$ cat config.mk
export PLATFORM = sky130hd
export DESIGN_NAME = lwbc_ctrl
export DESIGN_NICKNAME = d
export VERILOG_FILES = /design/src/hdl/lwbc_pkg.sv /design/src/hdl/lwbc_ctrl.sv
export SDC_FILE = /design/constraint.sdc
export NUM_CORES = 1
export LEC_CHECK = 0
export CAP_MARGIN = 40
export CORE_MARGIN = 3
export CORE_UTILIZATION = 25
export CTS_CLUSTER_SIZE = 40
export DETAILED_ROUTE_END_ITERATION = 7
export DONT_BUFFER_PORTS = 1
export GPL_ROUTABILITY_DRIVEN = 1
export SETUP_SLACK_MARGIN = 0.1
export SYNTH_ARGS = -nofsm -noshare
export SYNTH_HDL_FRONTEND = slang
export SYNTH_SLANG_ARGS = --single-unit
$ cat constraint.sdc
create_clock -name clk -period 4.8 [get_ports clk]
set_input_delay 0.96 -clock clk [delete_from_list [all_inputs] [get_ports clk]]
set_output_delay 0.96 -clock clk [all_outputs]
set_load 0.02 [all_outputs]
$ cat src/hdl/lwbc_pkg.sv
// ----------------------------------------------------------------------------
// lwbc_pkg: shared definitions of the block cache directory
// Field widths, request and result codes, register indexes and the
// command and status groups that pass between controller and datapath.
// ----------------------------------------------------------------------------
package lwbc_pkg;

    // Defaults for the top-level parameters
    localparam int DEF_SLOTS       = 64;
    localparam int DEF_BLOCK_BYTES = 4096;
    localparam int DEF_KEY_BITS    = 16;
    localparam int MIN_ACTIVE      = 16;

    // Port field widths
    localparam int TYPE_W   = 3;
    localparam int KEY_IN_W = 16;
    localparam int BLK_W    = 20;
    localparam int SLOT_W   = 6;
    localparam int LEN_W    = 13;
    localparam int AGE_W    = 32;
    localparam int KIND_W   = 3;
    localparam int CFG_W    = 7;
    localparam int CFG_IDX_W = 1;

    localparam logic [CFG_W-1:0] ACTIVE_RESET = 7'd64;

    // Request codes
    localparam logic [TYPE_W-1:0] REQ_READ   = 3'd0;
    localparam logic [TYPE_W-1:0] REQ_FULL   = 3'd1;
    localparam logic [TYPE_W-1:0] REQ_PART   = 3'd2;
    localparam logic [TYPE_W-1:0] REQ_FILL   = 3'd3;
    localparam logic [TYPE_W-1:0] REQ_WBDONE = 3'd4;
    localparam logic [TYPE_W-1:0] REQ_FLUSH  = 3'd5;
    localparam logic [TYPE_W-1:0] REQ_INVAL  = 3'd6;

    // Result codes
    localparam logic [KIND_W-1:0] KIND_HIT    = 3'd0;
    localparam logic [KIND_W-1:0] KIND_FILL   = 3'd1;
    localparam logic [KIND_W-1:0] KIND_WB     = 3'd2;
    localparam logic [KIND_W-1:0] KIND_BYPASS = 3'd3;
    localparam logic [KIND_W-1:0] KIND_DONE   = 3'd4;
    localparam logic [KIND_W-1:0] KIND_REJECT = 3'd5;

    // Configuration register indexes
    localparam logic [CFG_IDX_W-1:0] CFG_ENABLE = 1'b0;
    localparam logic [CFG_IDX_W-1:0] CFG_ACTIVE = 1'b1;

    typedef enum logic [3:0] {
        ST_IDLE   = 4'b0001,
        ST_SCAN   = 4'b0010,
        ST_DRAIN  = 4'b0100,
        ST_FINISH = 4'b1000
    } lwbc_state_t;

    typedef struct packed {
        logic accept;    // item taken this cycle
        logic data_vld;  // scan read data present
        logic finish;    // scan complete, resolve the item
    } lwbc_cmd_t;

    typedef struct packed {
        logic scan;      // presented item needs a directory scan
    } lwbc_status_t;

endpackage

$ cat src/hdl/lwbc_ctrl.sv
// ----------------------------------------------------------------------------
// lwbc_ctrl: sequencer of the directory
// Accepts items, walks the scan address over the live slots and tells the
// datapath when read data is present and when to resolve the item.
// ----------------------------------------------------------------------------
module lwbc_ctrl #(
    parameter int SLOTS = lwbc_pkg::DEF_SLOTS
) (
    input  logic                       clk,
    input  logic                       rst_n,
    input  logic                       start,
    input  lwbc_pkg::lwbc_status_t    st,
    input  logic [$clog2(SLOTS+1)-1:0] live_n,
    output lwbc_pkg::lwbc_cmd_t       cmd,
    output logic [$clog2(SLOTS)-1:0]   scan_addr,
    output logic [$clog2(SLOTS)-1:0]   data_idx,
    output logic                       busy
);

    localparam int IDX_W = $clog2(SLOTS);
    localparam int CNT_W = $clog2(SLOTS + 1);

    lwbc_pkg::lwbc_state_t state_reg, state_next;
    logic [CNT_W-1:0] addr_reg, addr_next;
    logic             rd_vld_reg, rd_vld_next;
    logic [IDX_W-1:0] data_idx_reg, data_idx_next;

    always_comb
    begin
        state_next    = state_reg;
        addr_next     = addr_reg;
        cmd           = '0;
        unique case (state_reg)
            lwbc_pkg::ST_IDLE:
            begin
                cmd.accept = start;
                if (start && st.scan)
                begin
                    state_next = lwbc_pkg::ST_SCAN;
                    addr_next  = '0;
                end
            end
            lwbc_pkg::ST_SCAN:
            begin
                addr_next = CNT_W'(addr_reg + 1'b1);
                if (addr_reg == CNT_W'(live_n - 1'b1))
                begin
                    state_next = lwbc_pkg::ST_DRAIN;
                end
            end
            lwbc_pkg::ST_DRAIN:
            begin
                state_next = lwbc_pkg::ST_FINISH;
            end
            lwbc_pkg::ST_FINISH:
            begin
                cmd.finish = 1'b1;
                state_next = lwbc_pkg::ST_IDLE;
            end
            default:
            begin
                state_next = lwbc_pkg::ST_IDLE;
            end
        endcase
        cmd.data_vld  = rd_vld_reg;
        rd_vld_next   = (state_reg == lwbc_pkg::ST_SCAN);
        data_idx_next = addr_reg[IDX_W-1:0];
    end

    always_ff @(posedge clk or negedge rst_n)
    begin
        if (!rst_n)
        begin
            state_reg  <= lwbc_pkg::ST_IDLE;
            addr_reg   <= '0;
            rd_vld_reg <= 1'b0;
        end
        else
        begin
            state_reg  <= state_next;
            addr_reg   <= addr_next;
            rd_vld_reg <= rd_vld_next;
        end
    end

    always_ff @(posedge clk)
    begin
        data_idx_reg <= data_idx_next;
    end

    assign scan_addr = addr_reg[IDX_W-1:0];
    assign data_idx  = data_idx_reg;
    assign busy      = (state_reg != lwbc_pkg::ST_IDLE);

endmodule

==> results by group <==
Clock network
  • Clk slew on worst S/H paths: approximately 0.10 ns
  • TritonCTS clock tree: done
  • Clock buffer depth: 2
  • Clock sinks: 18
  • Clk Tree Root Cell: clkbuf_4
  • CTS Buf Count: 3
  • Clock Latency Late Sink: slightly below 0.3 ns
  • Setup bufs post-CTS: 0
  • # H-tree levels: 1
  • Hold buffers post-CTS: 0
  • Post-cts sizing count: 0

Synth
  • Synthesized instance count: 90
  • Yosys warning count: 0
  • Synth Register Bits: 18
  • Simple-gate share of the synthesized area: 21.2%
  • Synth cell types: 30
  • Largest family of logic cells by synthesized area: simple AND/OR/NAND/NOR gates
  • Synth Cell Area: 878 um2
  • Synth Net Count: a little over 100
  • Sequential element share of the synthesized area: ~48%
  • Post-Synth Adder-Cell Area: under 10%
  • Compound-Gate Fraction of Synth Area: 9.97%
  • XOR/XNOR Fraction of Synth Area: 7.98%
  • Syn Area/Cell: approximately 9.8 um2
  • Multiplexer share of the synthesized area: under 10%

Timing
  • Worst Skew: approximately 0.0087 ns
  • Tcrit/Tclk final: between 50% and 60%
  • Max-slew violations: 0
  • Minimum clock period: 2.46 ns
  • Slew @ Worst Pin: approximately 0.45 ns
  • Max_slew headroom: about 70%
  • Unrepaired setup endpoints after global routing: false
  • TNS Setup: 0 ns
  • Final hold vios: 0
  • Max frequency: between 400 and 500 MHz
  • Setup Viol. Count Final: 0

Floorplan
  • Row count: 20
  • # IOs: 27
  • Die height: 65.3 um
  • DIE AREA: 4260 um2
  • Core area: 3200 um2
  • Starting Density: a little over a quarter
  • Chip width: ~65 um

Critical path
  • WS Path Type: reg -> out
  • Crit. End Element: primary output
  • Max stage delay cell, worst path: dfstp_2
  • Data required, critical path: approximately 3.8 ns
  • Crit path max-delay family: simple AND/OR/NAND/NOR gates
  • Worst setup SP type: flip-flop
  • Buf+Inv Stages, Crit Path: 0
  • CP max FO: 4
  • Critical path arrival: about 1.5 ns
  • CP Cell Sequence: nor4b_1 > and2_1
  • CP peak stage delay: 0.56 ns

Layout
  • Area occupied by multi-input gates: around 380 um2
  • Fin nets: 101
  • Finished Layout Cells: ~130
  • Fraction of layout cells with a size suffix above 1: under 10%
  • Syn-to-layout area delta: 4.42%
  • Most common cell after layout, fill and taps aside: dfrtp_1
  • Diode count: 0
  • Most frequent cells in the layout: 11 x dfrtp_1, 8 x o21ai_0, 7 x nand2_1
  • Max FFs per register: 7
  • Fill cells: 371
  • Storage cell area: around 420 um2

Detailed routing
  • Average routed wire per standard cell: 13.1 um
  • Iter 0 DRT Violations: 17
  • TritonRoute pass-1 iters: 4
  • Routed WL: around 1.7 mm
  • Routed Antenna Nets: 0
  • Via/cell ratio: around 4.6
  • Via count: between 600 and 700
  • Post-route DRC violation count: 0

Power and ir drop
  • Sw Pwr: between 0.0001 and 0.00015 W
  • Clock share of power: a little over a quarter
  • Comb pwr share: between 10% and 20%
  • Seq pwr share: between 60% and 70%
  • P_leak: 0.401 nW
  • Pwr/cell area: about 370 nW/um2
  • Pint: ~0.00023 W
  • Sw frac: between 30% and 40%
  • Worst vdd ir: between 0.1 and 0.15 mV

Place
  • GPL Wtd Cong: roughly 0.73
  • Inst Count DP: about 130
  • Post-DP HPWL: 1.36 mm
  • Port Buf Inserts: 0

Hold path
  • Worst hold path type: in -> async

GRT
  • GR Util All Layers: 8.88%
  • Largest net degree at the start of global routing: 13
  • GRT overflow: 0
  • First-pass GRT wire length: about 2.9 mm
  • Initial antenna violation count: 0
  • Number of global-route vias before repair: approximately 600

Job
  • Max-cap violations: 0

Outcome
  • Status: finished clean
## power groups by stage
stage,clock network (W),logic (W),registers (W)
detailed placement,0,0.0000409,0.000210
finish,0.0000899,0.0000406,0.000207
global placement,0,0.0000397,0.000210
floorplan,0,0.0000556,0.000193
CTS,0.0000938,0.0000412,0.000207
global route,0.0000995,0.0000469,0.000210
## cells in the mapped netlist
library cell	count	share of area [%]
or3_1	2	1.4
a31oi_1	2	1.4
nor2b_1	3	2.1
inv_1	3	1.3
nand2_1	7	3.0
xor2_1	5	5.0
nand4_1	1	0.71
a21oi_1	3	1.7
nor4b_1	4	4.0
dfrtp_1	11	31
and2_1	1	0.71
o21ai_1	1	0.57
clkinv_4	1	1.0
xnor2_1	3	3.0
or4b_1	1	1.1
mux2i_1	1	1.1
buf_4	7	6.0
dfstp_2	1	3.0
or2_1	1	0.71
o21ai_0	8	4.6
dfxtp_1	6	14
ha_1	2	2.8
o21a_1	1	0.86
nor3_1	1	0.57
nand3_1	6	3.4
a211oi_1	1	0.86
nand2b_1	2	1.4
buf_2	1	0.57
and3_1	1	0.71
nor2_1	3	1.3
## metrics by stage
step,hold WS (ns),power [W],util (%),worst slack [ns],instance area (um2)
floorplan,0.439,0.000249,-,2.64,878
global placement,0.463,0.000250,27.3,2.59,876
detailed placement,0.483,0.000251,27.5,2.55,881
CTS,0.339,0.000342,28.6,2.33,917
global route,0.324,0.000356,28.6,2.23,917
finish,0.350,0.000337,28.6,2.34,917
## routing by layer
metal	wire (um)	global-route usage, %	vias to the layer above
met4	11	4.66	0
met1	892	12.9	282
li1	-	-	302
met2	698	12.0	18
met5	0	0	-
met3	117	2.05	2
## final cells by class
type	count	share of cell area, %
Inverter	4	2.18
Clock buffer	4	3.96
Sequential cell	18	46.0
Tap cell	44	6.00
Multi-Input combinational cell	60	41.3
Timing Repair Buffer	1	0.546
## path summary, 6_finish.rpt
check	endpoint	slack, ns	from	cells past startpoint
max	cmd[2]	2.34	state_reg[0]	2
min reg2reg	state_reg[3]	0.50	state_reg[3]	1
max in group asynchronous	state_reg[0]	4.27	rst_n	0
max reg2reg	addr_reg[6]	2.94	state_reg[2]	6
min	state_reg[3]	0.35	rst_n	0
min in group clk	state_reg[3]	0.50	state_reg[3]	1
## logic make-up (layout without fill, tap and decap cells)
| kind of cell | Yosys count | count (layout) |
|---|---|---|
| XOR/XNOR | 8 | 8 |
| AO/OA/AOI/OAI | 16 | 16 |
| multiplexers | 1 | 1 |
| flip-flops | 18 | 18 |
| AND/OR/NAND/NOR | 33 | 33 |
| buffers and inverters | 12 | 9 |
| adder cells (fa/ha/maj) | 2 | 2 |
Note: power is estimated with default switching activity, not from simulation.
